**src/rtl/core/cfe_pkg.sv**
```systemverilog
// Shared constants and types of the column FIR with edge normalisation.
package cfe_pkg;

   // Column geometry
   localparam int MAX_LEVELS = 64;
   localparam int LEVEL_BITS = $clog2(MAX_LEVELS);
   localparam int COUNT_BITS = LEVEL_BITS + 1;

   // Kernel and edge factors
   localparam int MAX_TAPS      = 8;
   localparam int TAP_IDX_BITS  = $clog2(MAX_TAPS);
   localparam int TAP_CNT_BITS  = 4;
   localparam int MAX_EDGE      = 4;
   localparam int EDGE_IDX_BITS = $clog2(MAX_EDGE);
   localparam int NORM_BITS     = 3;
   localparam int PASS_BITS     = $clog2(2 * MAX_EDGE + 1);

   // Arithmetic
   localparam int SAMPLE_BITS = 24;
   localparam int COEF_BITS   = 16;
   localparam int FRAC_BITS   = 14;
   localparam int PROD_BITS   = SAMPLE_BITS + COEF_BITS;
   localparam int ACC_BITS    = PROD_BITS + TAP_IDX_BITS;

   // Register port
   localparam int CSR_DATA_BITS  = 64;
   localparam int CSR_INDEX_BITS = 3;
   localparam int NUM_LEVELS_BITS = 7;

   localparam logic [CSR_INDEX_BITS-1:0] CSR_ADJOINT_MODE     = 3'd0;
   localparam logic [CSR_INDEX_BITS-1:0] CSR_NUM_LEVELS       = 3'd1;
   localparam logic [CSR_INDEX_BITS-1:0] CSR_KERNEL_SIZE      = 3'd2;
   localparam logic [CSR_INDEX_BITS-1:0] CSR_NORM_SIZE        = 3'd3;
   localparam logic [CSR_INDEX_BITS-1:0] CSR_KERNEL_TAPS_LOW  = 3'd4;
   localparam logic [CSR_INDEX_BITS-1:0] CSR_KERNEL_TAPS_HIGH = 3'd5;
   localparam logic [CSR_INDEX_BITS-1:0] CSR_EDGE_FACTORS     = 3'd6;

   // Column store write port
   typedef struct packed {
      logic                          en;
      logic [LEVEL_BITS-1:0]         addr;
      logic signed [SAMPLE_BITS-1:0] data;
   } store_wr_type;

   // Column store read port
   typedef struct packed {
      logic                  en;
      logic [LEVEL_BITS-1:0] addr;
   } store_rd_type;

   // Multiply-accumulate control
   typedef struct packed {
      logic valid;
      logic start;
   } mac_ctrl_type;

endpackage

```
**src/rtl/core/cfe_store.sv**
```systemverilog
// Column store: one write port, one read port with registered read data.
module cfe_store (
   input  logic                                  clock,
   input  cfe_pkg::store_wr_type                 wr,
   input  cfe_pkg::store_rd_type                 rd,
   output logic signed [cfe_pkg::SAMPLE_BITS-1:0] rd_data
);
   import cfe_pkg::*;

   logic signed [SAMPLE_BITS-1:0] mem_ff [MAX_LEVELS];
   logic signed [SAMPLE_BITS-1:0] rd_data_ff;

   // write port
   always_ff @(posedge clock) begin
      if (wr.en) begin
         mem_ff[wr.addr] <= wr.data;
      end
   end

   // read port, registered read data, data holds between reads
   always_ff @(posedge clock) begin
      if (rd.en) begin
         rd_data_ff <= mem_ff[rd.addr];
      end
   end

   assign rd_data = rd_data_ff;

endmodule

```
**src/rtl/core/cfe_mac.sv**
```systemverilog
// Shared multiply-accumulate unit with round-half-up and saturation.
module cfe_mac (
   input  logic                                  clock,
   input  logic                                  reset,
   input  cfe_pkg::mac_ctrl_type                 ctrl,
   input  logic signed [cfe_pkg::SAMPLE_BITS-1:0] mac_a,
   input  logic signed [cfe_pkg::COEF_BITS-1:0]   mac_b,
   output logic signed [cfe_pkg::SAMPLE_BITS-1:0] result
);
   import cfe_pkg::*;

   localparam logic signed [ACC_BITS:0] ROUND_HALF = (ACC_BITS+1)'(2 ** (FRAC_BITS - 1));
   localparam logic signed [ACC_BITS:0] SAT_HI = (ACC_BITS+1)'(2 ** (SAMPLE_BITS - 1) - 1);
   localparam logic signed [ACC_BITS:0] SAT_LO = -SAT_HI - (ACC_BITS+1)'(1);

   mac_ctrl_type                stage_ff;
   logic signed [PROD_BITS-1:0] prod_ff;
   logic signed [PROD_BITS-1:0] prod_in;
   logic signed [ACC_BITS-1:0]  acc_ff;
   logic signed [ACC_BITS-1:0]  acc_in;
   logic signed [ACC_BITS:0]    rounded;
   logic signed [ACC_BITS:0]    shifted;

   // product stage
   assign prod_in = mac_a * mac_b;

   always_ff @(posedge clock) begin
      if (reset) begin
         stage_ff <= '0;
      end else begin
         stage_ff <= ctrl;
      end
   end

   always_ff @(posedge clock) begin
      prod_ff <= prod_in;
   end

   // accumulate stage
   always_comb begin
      if (stage_ff.start) begin
         acc_in = ACC_BITS'(prod_ff);
      end else begin
         acc_in = acc_ff + ACC_BITS'(prod_ff);
      end
   end

   always_ff @(posedge clock) begin
      if (stage_ff.valid) begin
         acc_ff <= acc_in;
      end
   end

   // round to nearest, halves up, then clamp to the sample range
   always_comb begin
      rounded = (ACC_BITS+1)'(acc_ff) + ROUND_HALF;
      shifted = rounded >>> FRAC_BITS;
      if (shifted > SAT_HI) begin
         result = SAT_HI[SAMPLE_BITS-1:0];
      end else if (shifted < SAT_LO) begin
         result = SAT_LO[SAMPLE_BITS-1:0];
      end else begin
         result = shifted[SAMPLE_BITS-1:0];
      end
   end

endmodule

```
**src/rtl/core/column_fir_with_edge_norm.sv**
```systemverilog
// Column FIR with edge normalisation: top level, register port and sequencer.
//
// Samples of one column arrive one per transfer and are written to the column
// store at one per cycle. The transfer that completes the column starts the
// filter pass; the input stalls until the last result of the column has been
// handed to the output register. Each output level is convolved over
// max(kernel_size,1) taps, at most eight, one tap a cycle, set by the single
// read port of the column store feeding the shared multiplier. In forward
// mode a scaling follows for each column edge within norm_size levels, and
// in both modes the result is then handed over. In adjoint mode a pre-pass
// first rescales the up to 2*norm_size edge levels in place, each scaled once or twice.
module column_fir_with_edge_norm (
   input  logic                                     clock,
   input  logic                                     reset,
   input  logic                                     req_valid,
   output logic                                     req_stall,
   input  logic signed [cfe_pkg::SAMPLE_BITS-1:0]   req_level_value,
   output logic                                     rsp_valid,
   input  logic                                     rsp_stall,
   output logic signed [cfe_pkg::SAMPLE_BITS-1:0]   rsp_filtered_value,
   output logic                                     rsp_last_of_column,
   input  logic                                     csr_wr_en,
   input  logic [cfe_pkg::CSR_INDEX_BITS-1:0]       csr_index,
   input  logic [cfe_pkg::CSR_DATA_BITS-1:0]        csr_wdata
);
   import cfe_pkg::*;

   localparam logic [3:0] S_LOAD = 4'd0;
   localparam logic [3:0] S_PSEL = 4'd1;
   localparam logic [3:0] S_PLD  = 4'd2;
   localparam logic [3:0] S_SMUL = 4'd3;
   localparam logic [3:0] S_SACC = 4'd4;
   localparam logic [3:0] S_SRND = 4'd5;
   localparam logic [3:0] S_PWR  = 4'd6;
   localparam logic [3:0] S_CONV = 4'd7;
   localparam logic [3:0] S_CW1  = 4'd8;
   localparam logic [3:0] S_CW2  = 4'd9;
   localparam logic [3:0] S_CRND = 4'd10;
   localparam logic [3:0] S_EMIT = 4'd11;

   // tap in flight between store read and multiplier
   typedef struct packed {
      logic                        valid;
      logic                        start;
      logic                        zero;
      logic signed [COEF_BITS-1:0] coef;
   } tap_tag_type;

   // configuration registers
   logic                          adjoint_mode_ff;
   logic [NUM_LEVELS_BITS-1:0]    num_levels_ff;
   logic [TAP_CNT_BITS-1:0]       kernel_size_ff;
   logic [NORM_BITS-1:0]          norm_size_ff;
   logic [CSR_DATA_BITS-1:0]      kernel_taps_low_ff;
   logic [CSR_DATA_BITS-1:0]      kernel_taps_high_ff;
   logic [CSR_DATA_BITS-1:0]      edge_factors_ff;

   // sequencer state
   logic [3:0]                    state_ff, state_in;
   logic [COUNT_BITS-1:0]         load_count_ff, load_count_in;
   logic [LEVEL_BITS-1:0]         lvl_ff, lvl_in;
   logic [TAP_IDX_BITS-1:0]       k_ff, k_in;
   logic [PASS_BITS-1:0]          pass_ff, pass_in;
   logic                          second_ff, second_in;
   logic signed [SAMPLE_BITS-1:0] val_ff, val_in;
   tap_tag_type                   tag_ff, tag_in;

   // output register
   logic                          rsp_valid_ff, rsp_valid_in;
   logic signed [SAMPLE_BITS-1:0] rsp_value_ff, rsp_value_in;
   logic                          rsp_last_ff, rsp_last_in;

   // derived values
   logic [COUNT_BITS-1:0]         n_eff;
   logic [TAP_CNT_BITS-1:0]       ks_eff;
   logic [NORM_BITS-1:0]          ns_eff;
   logic [COUNT_BITS-1:0]         ns_wide;
   logic [TAP_IDX_BITS-1:0]       k_last;
   logic [TAP_IDX_BITS-1:0]       ctr;
   logic [COUNT_BITS:0]           src;
   logic                          src_ok;
   logic signed [COEF_BITS-1:0]   tap_coef;
   logic [2*CSR_DATA_BITS-1:0]    tap_bank;
   logic [COUNT_BITS-1:0]         mirror;
   logic [COUNT_BITS-1:0]         j_near, j_far;
   logic                          need_first, need_second;
   logic [EDGE_IDX_BITS-1:0]      fac_idx;
   logic signed [COEF_BITS-1:0]   factor;
   logic                          lvl_is_last;
   logic [COUNT_BITS-1:0]         pass_wide, pass_q, pass_hi;
   logic                          pass_low, pass_ok, pass_done;
   logic [LEVEL_BITS-1:0]         pass_lvl;

   // datapath links
   store_wr_type                  st_wr;
   store_rd_type                  st_rd;
   logic signed [SAMPLE_BITS-1:0] st_rd_data;
   mac_ctrl_type                  mac_ctrl;
   logic signed [SAMPLE_BITS-1:0] mac_a;
   logic signed [COEF_BITS-1:0]   mac_b;
   logic signed [SAMPLE_BITS-1:0] mac_result;

   // register writes
   always_ff @(posedge clock) begin
      if (reset) begin
         adjoint_mode_ff     <= 1'b0;
         num_levels_ff       <= NUM_LEVELS_BITS'(MAX_LEVELS);
         kernel_size_ff      <= TAP_CNT_BITS'(1);
         norm_size_ff        <= '0;
         kernel_taps_low_ff  <= '0;
         kernel_taps_high_ff <= '0;
         edge_factors_ff     <= '0;
      end else if (csr_wr_en) begin
         case (csr_index)
            CSR_ADJOINT_MODE:     adjoint_mode_ff     <= csr_wdata[0];
            CSR_NUM_LEVELS:       num_levels_ff       <= csr_wdata[NUM_LEVELS_BITS-1:0];
            CSR_KERNEL_SIZE:      kernel_size_ff      <= csr_wdata[TAP_CNT_BITS-1:0];
            CSR_NORM_SIZE:        norm_size_ff        <= csr_wdata[NORM_BITS-1:0];
            CSR_KERNEL_TAPS_LOW:  kernel_taps_low_ff  <= csr_wdata;
            CSR_KERNEL_TAPS_HIGH: kernel_taps_high_ff <= csr_wdata;
            CSR_EDGE_FACTORS:     edge_factors_ff     <= csr_wdata;
            default: ;
         endcase
      end
   end

   // clamp the register values to the supported ranges
   always_comb begin
      if (num_levels_ff == '0) begin
         n_eff = COUNT_BITS'(1);
      end else if (num_levels_ff > NUM_LEVELS_BITS'(MAX_LEVELS)) begin
         n_eff = COUNT_BITS'(MAX_LEVELS);
      end else begin
         n_eff = COUNT_BITS'(num_levels_ff);
      end
      if (kernel_size_ff > TAP_CNT_BITS'(MAX_TAPS)) begin
         ks_eff = TAP_CNT_BITS'(MAX_TAPS);
      end else begin
         ks_eff = kernel_size_ff;
      end
      if (norm_size_ff > NORM_BITS'(MAX_EDGE)) begin
         ns_eff = NORM_BITS'(MAX_EDGE);
      end else begin
         ns_eff = norm_size_ff;
      end
      ns_wide = COUNT_BITS'(ns_eff);
      // no taps still runs one tap, zeroed
      if (ks_eff == '0) begin
         k_last = '0;
         ctr    = '0;
      end else begin
         k_last = TAP_IDX_BITS'(ks_eff - TAP_CNT_BITS'(1));
         ctr    = TAP_IDX_BITS'((ks_eff - TAP_CNT_BITS'(1)) >> 1);
      end
   end

   // source level of the current tap, zero outside the column
   assign src = (COUNT_BITS+1)'(lvl_ff) + (COUNT_BITS+1)'(ctr) - (COUNT_BITS+1)'(k_ff);
   assign src_ok = !src[COUNT_BITS] && (src[COUNT_BITS-1:0] < n_eff);
   assign tap_bank = {kernel_taps_high_ff, kernel_taps_low_ff};
   assign tap_coef = tap_bank[k_ff*COEF_BITS +: COEF_BITS];

   // edge factors for the current level: nearer edge first, then the farther one
   always_comb begin
      mirror = n_eff - COUNT_BITS'(1) - COUNT_BITS'(lvl_ff);
      if (COUNT_BITS'(lvl_ff) <= mirror) begin
         j_near = COUNT_BITS'(lvl_ff);
         j_far  = mirror;
      end else begin
         j_near = mirror;
         j_far  = COUNT_BITS'(lvl_ff);
      end
      need_first  = j_near < ns_wide;
      need_second = j_far < ns_wide;
      fac_idx     = second_ff ? j_far[EDGE_IDX_BITS-1:0] : j_near[EDGE_IDX_BITS-1:0];
      factor      = edge_factors_ff[fac_idx*COEF_BITS +: COEF_BITS];
   end

   assign lvl_is_last = COUNT_BITS'(lvl_ff) == (n_eff - COUNT_BITS'(1));

   // pre-pass level selection: low edge first, then high edge without repeats
   always_comb begin
      pass_wide = COUNT_BITS'(pass_ff);
      pass_low  = pass_wide < ns_wide;
      pass_q    = pass_wide - ns_wide;
      pass_hi   = n_eff - COUNT_BITS'(1) - pass_q;
      pass_done = pass_wide == (ns_wide << 1);
      if (pass_low) begin
         pass_ok  = pass_wide < n_eff;
         pass_lvl = pass_wide[LEVEL_BITS-1:0];
      end else begin
         pass_ok  = (pass_q < n_eff) && (pass_hi >= ns_wide);
         pass_lvl = pass_hi[LEVEL_BITS-1:0];
      end
   end

   // sequencer
   always_comb begin
      state_in      = state_ff;
      load_count_in = load_count_ff;
      lvl_in        = lvl_ff;
      k_in          = k_ff;
      pass_in       = pass_ff;
      second_in     = second_ff;
      val_in        = val_ff;
      tag_in        = '0;
      st_wr         = '0;
      st_rd         = '0;
      rsp_valid_in  = rsp_valid_ff && rsp_stall;
      rsp_value_in  = rsp_value_ff;
      rsp_last_in   = rsp_last_ff;

      case (state_ff)
         S_LOAD: begin
            if (req_valid) begin
               st_wr.en   = 1'b1;
               st_wr.addr = load_count_ff[LEVEL_BITS-1:0];
               st_wr.data = req_level_value;
               if ((load_count_ff + COUNT_BITS'(1)) < n_eff) begin
                  load_count_in = load_count_ff + COUNT_BITS'(1);
               end else begin
                  load_count_in = '0;
                  lvl_in        = '0;
                  k_in          = '0;
                  pass_in       = '0;
                  second_in     = 1'b0;
                  state_in      = adjoint_mode_ff ? S_PSEL : S_CONV;
               end
            end
         end
         S_PSEL: begin
            if (pass_done) begin
               lvl_in   = '0;
               k_in     = '0;
               state_in = S_CONV;
            end else if (pass_ok) begin
               st_rd.en   = 1'b1;
               st_rd.addr = pass_lvl;
               lvl_in     = pass_lvl;
               state_in   = S_PLD;
            end else begin
               pass_in = pass_ff + PASS_BITS'(1);
            end
         end
         S_PLD: begin
            val_in    = st_rd_data;
            second_in = 1'b0;
            state_in  = S_SMUL;
         end
         S_SMUL: begin
            state_in = S_SACC;
         end
         S_SACC: begin
            state_in = S_SRND;
         end
         S_SRND: begin
            val_in = mac_result;
            if (!second_ff && need_second) begin
               second_in = 1'b1;
               state_in  = S_SMUL;
            end else begin
               second_in = 1'b0;
               state_in  = adjoint_mode_ff ? S_PWR : S_EMIT;
            end
         end
         S_PWR: begin
            st_wr.en   = 1'b1;
            st_wr.addr = lvl_ff;
            st_wr.data = val_ff;
            pass_in    = pass_ff + PASS_BITS'(1);
            state_in   = S_PSEL;
         end
         S_CONV: begin
            st_rd.en     = src_ok;
            st_rd.addr   = src[LEVEL_BITS-1:0];
            tag_in.valid = 1'b1;
            tag_in.start = k_ff == '0;
            tag_in.zero  = !src_ok || (TAP_CNT_BITS'(k_ff) >= ks_eff);
            tag_in.coef  = tap_coef;
            if (k_ff == k_last) begin
               state_in = S_CW1;
            end else begin
               k_in = k_ff + TAP_IDX_BITS'(1);
            end
         end
         S_CW1: begin
            state_in = S_CW2;
         end
         S_CW2: begin
            state_in = S_CRND;
         end
         S_CRND: begin
            val_in    = mac_result;
            second_in = 1'b0;
            if (!adjoint_mode_ff && need_first) begin
               state_in = S_SMUL;
            end else begin
               state_in = S_EMIT;
            end
         end
         S_EMIT: begin
            if (!rsp_valid_ff || !rsp_stall) begin
               rsp_valid_in = 1'b1;
               rsp_value_in = val_ff;
               rsp_last_in  = lvl_is_last;
               if (lvl_is_last) begin
                  state_in = S_LOAD;
               end else begin
                  lvl_in   = lvl_ff + LEVEL_BITS'(1);
                  k_in     = '0;
                  state_in = S_CONV;
               end
            end
         end
         default: begin
            state_in = S_LOAD;
         end
      endcase
   end

   // multiplier operand selection: a tap in flight, or an edge scaling
   always_comb begin
      if (tag_ff.valid) begin
         mac_ctrl.valid = 1'b1;
         mac_ctrl.start = tag_ff.start;
         mac_a          = tag_ff.zero ? '0 : st_rd_data;
         mac_b          = tag_ff.coef;
      end else begin
         mac_ctrl.valid = state_ff == S_SMUL;
         mac_ctrl.start = 1'b1;
         mac_a          = val_ff;
         mac_b          = factor;
      end
   end

   // control registers
   always_ff @(posedge clock) begin
      if (reset) begin
         state_ff      <= S_LOAD;
         load_count_ff <= '0;
         rsp_valid_ff  <= 1'b0;
         tag_ff        <= '0;
      end else begin
         state_ff      <= state_in;
         load_count_ff <= load_count_in;
         rsp_valid_ff  <= rsp_valid_in;
         tag_ff        <= tag_in;
      end
   end

   // payload registers
   always_ff @(posedge clock) begin
      lvl_ff       <= lvl_in;
      k_ff         <= k_in;
      pass_ff      <= pass_in;
      second_ff    <= second_in;
      val_ff       <= val_in;
      rsp_value_ff <= rsp_value_in;
      rsp_last_ff  <= rsp_last_in;
   end

   cfe_store u_store (
      .clock   (clock),
      .wr      (st_wr),
      .rd      (st_rd),
      .rd_data (st_rd_data)
   );

   cfe_mac u_mac (
      .clock  (clock),
      .reset  (reset),
      .ctrl   (mac_ctrl),
      .mac_a  (mac_a),
      .mac_b  (mac_b),
      .result (mac_result)
   );

   assign req_stall          = state_ff != S_LOAD;
   assign rsp_valid          = rsp_valid_ff;
   assign rsp_filtered_value = rsp_value_ff;
   assign rsp_last_of_column = rsp_last_ff;

endmodule

```
**config.mk**
```make
export PLATFORM = sky130hd
export DESIGN_NAME = column_fir_with_edge_norm
export DESIGN_NICKNAME = d
export VERILOG_FILES = /design/src/rtl/core/cfe_pkg.sv /design/src/rtl/core/cfe_store.sv /design/src/rtl/core/cfe_mac.sv /design/src/rtl/core/column_fir_with_edge_norm.sv
export SDC_FILE = /design/constraint.sdc
export NUM_CORES = 2
export LEC_CHECK = 0
export ABC_AREA = 1
export BUFFER_PORTS_ARGS = -buffer_cell sky130_fd_sc_hd__buf_4
export CAP_MARGIN = 20
export CORE_MARGIN = 3
export CORE_UTILIZATION = 60
export DETAILED_ROUTE_END_ITERATION = 6
export PLACE_DENSITY = 0.82
export SLEW_MARGIN = 20
export SYNTH_ARGS = -nofsm -noshare
export SYNTH_HDL_FRONTEND = slang
export SYNTH_SLANG_ARGS = --single-unit
```
**constraint.sdc**
```tcl
create_clock -name clock -period 21.3 [get_ports clock]
set_input_delay 1.065 -clock clock [delete_from_list [all_inputs] [get_ports clock]]
set_output_delay 1.065 -clock clock [all_outputs]
set_load 0.05 [all_outputs]
```
==> flow_summary_export.csv <==
group,metric,value,unit
global_routing,grt_first_pass_wirelength,473000,um
synthesis,syn_inst,10600,
timing,clock.fmax,85.9,MHz
die,coreArea,170000,um2
die,die_area,177000,um2
run_status,status,"complete, but fails checks",
worst_setup_path,end_kind,"flip-flop",
route,vias,79600,
global_routing,grt_max_degree,229,
worst_setup_path,critPathKind,"flip-flop to flip-flop",
timing,maxSlewViolCount,0,
worst_setup_path,cp-start-kind,"flip-flop",
clock_network,root_buffer,"clkbuf_16",
final_layout,nets,11200,
route,wl_per_cell,24.5,um
run_status,violations,"DRC",
place,post-dp-hpwl,195000,um
timing,finalClockSkew,0.103,ns
clock_network,cts_resized,0,
worst_setup_path,cp.buffers_inverters,5,
clock_network,cts.clk_slew.worst_paths,0.07,ns
die,chipHeight,421,um
worst_setup_path,crit_top_cell,"nand2_1",
route,dr.pass1.iters,7,
worst_setup_path,arrival,12.36,ns
timing,fin_crit_sh,54.7,%
synthesis,syn-mean-instance-area,9.78,um2
timing,rsz0062_at_grt,"no",
run,maxCapViolCount,0,
route,vias_per_cell,6.16,
clock_network,clock_sinks,1946,
worst_setup_path,crit_fanout,33,
clock_network,cts_hold_buf,0,
timing,final.setup.tns,0,ns
place,finalWeightedCongestion,0.966,
clock_network,numCtsBuffers,193,
synthesis,yosys_warnings,0,
synthesis,synth_top_area_share,48.4,%
route,drc,1,
timing,final.min_clock_period,11.64,ns
route,detail_route.wirelength,317000,um
die,die_width,421,um
timing,setup_viol,0,
timing,hold_viol_final,0,
synthesis,ys_seq_elements,1946,
synthesis,synthTopCellsByArea,"edfxtp_1, nand3_1, fa_1",
die,row_count,151,
timing,slew-limit-headroom,22.7,%
synthesis,synth_flop_cell,"edfxtp_1",
global_routing,grt_use_total,35.0,%
global_routing,grt_pass1_vias,78000,
synthesis,syn_area,103000,um2
worst_setup_path,crit_slowest_cell,"fa_1",
final_layout,post_route_cells_drive_above_1_share,7.69,%
timing,worstMarginPinSlew,1.16,ns
synthesis,yosysUniqueCellTypes,59,
clock_network,post-cts-setup-buffers,0,
synthesis,synthArstFlopShare,0,%
die,start_util,60.7,%
clock_network,htree_levels,4,
clock_network,insertion_delay,0.86,ns
synthesis,yosysSeqAreaShare,53.8,%
worst_setup_path,cp_top_family,"adder cells",
route,drt-initial-drc-count,11500,
clock_network,tritoncts,"built",
die,io-pin-count,123,
final_layout,final_common_cell,"nand3_1",
route,antenna_left,0,
worst_hold_path,hp-class,"flip-flop to flip-flop",
global_routing,grt-ovfl-total,0,
synthesis,synth_edf_count,1666,
worst_setup_path,required,22.02,ns
final_layout,most-common-layout-cells,"nand3_1, edfxtp_1, nand2_1",
synthesis,synth_area_leader_cell,"edfxtp_1",
global_routing,antenna_found_initial,6,
place,port_buffers,122,
worst_setup_path,crit_path_max_incr_delay,0.96,ns
final_layout,area_delta_synth_final,8.80,%
synthesis,syn_nets,11300,
clock_network,clk_path_buf_depth,3,
==> cells in the mapped netlist (all sizes together) (6+ instances only) <==
cell type  number
clkbuf        244
or2            42
nand3        1891
a31oi          61
nand4          26
nand3b        522
xnor2          39
o21ai         394
nand2        1601
fa            381
inv          1522
nor2          844
ha            210
nor3           24
dfxtp         280
edfxtp       1666
a21oi         267
nor4            6
a22o           19
clkinv         14
o21a            6
buf           356
a22oi          19
xor2           53
o22ai          32
o211ai         18
==> layout make-up <==
class                           instances  area, um2
Antenna cell                            4       10.0
Clock inverter                        109       1160
Sequential cell                      1946      55600
Multi-Input combinational cell       6490      39500
Timing Repair Buffer                  305       2430
Clock buffer                          240       5110
Fill cell                           12700      57900
Inverter                             1536       5790
Tap cell                             2295       2870
==> kinds of logic after synthesis <==
kind of cell / count (synthesis) / synth area share (%)
simple gates: 4965 / 22.6
buf+inv: 2136 / 8.35
flops: 1946 / 53.8
compound gates: 841 / 4.56
fa+ha+maj: 591 / 9.91
xor+xnor: 92 / 0.779
other cells: 1 / 0.00363
==> per-layer routing <==
layer	up-vias	track usage, %	routed length [um]
li1	35100	-	-
met4	0	23.8	25300
met5	-	0	0
met1	38100	45.0	113000
met3	1048	6.53	35800
met2	5445	54.3	143000
==> worst reg2reg max path: cells and delay by family (launching register included) <==
kind,cells,cell delay [ns]
buf+inv,5,0.79
simple gates,24,3.93
xor+xnor,3,0.48
fa+ha+maj,10,4.81
compound gates,5,1.20
flops,1,0.32
==> state kept, by name (all words and copies together) (netlist names), 24 cells and up <==
signal               flops
kernel_taps_low_ff      64
edge_factors_ff         64
rsp_filtered_value      24
u_store.rd_data         24
u_mac.acc_ff            43
u_store.mem_ff        1536
val_ff                  24
u_mac.prod_ff           40
kernel_taps_high_ff     64
==> per-stage QoR <==
stage / std cells / instance area [um2] / setup slack, ns / hold slack (ns) / util [%]
2_1_floorplan: 10600 / 103000 / 12.27 / 0.416 / -
3_3_place_gp: 12600 / 106000 / 9.89 / 0.434 / 62.3
3_5_place_dp: 12600 / 106000 / 9.85 / 0.440 / 62.3
4_1_cts: 12900 / 112000 / 9.78 / 0.416 / 66.0
5_1_grt: 12900 / 113000 / 8.88 / 0.432 / 66.0
6_report: 12900 / 113000 / 9.66 / 0.426 / 66.0
==> final timing paths <==
kind                            startpoint                                to  slack (ns)  cells after the start
max          num_levels_ff[0]$_SDFFE_PP0P_         u_mac.prod_ff[38]$_DFF_P_        9.66                     47
min                   val_ff[23]$_DFFE_PP_  rsp_filtered_value[23]$_DFFE_PP_        0.43                      0
max reg2reg  num_levels_ff[0]$_SDFFE_PP0P_         u_mac.prod_ff[38]$_DFF_P_        9.66                     47
min reg2reg           val_ff[23]$_DFFE_PP_  rsp_filtered_value[23]$_DFFE_PP_        0.43                      0
Power is left out: the tool's default activity adds up to more than one toggle a clock period on the data nets, which glitch-free logic cannot reach.
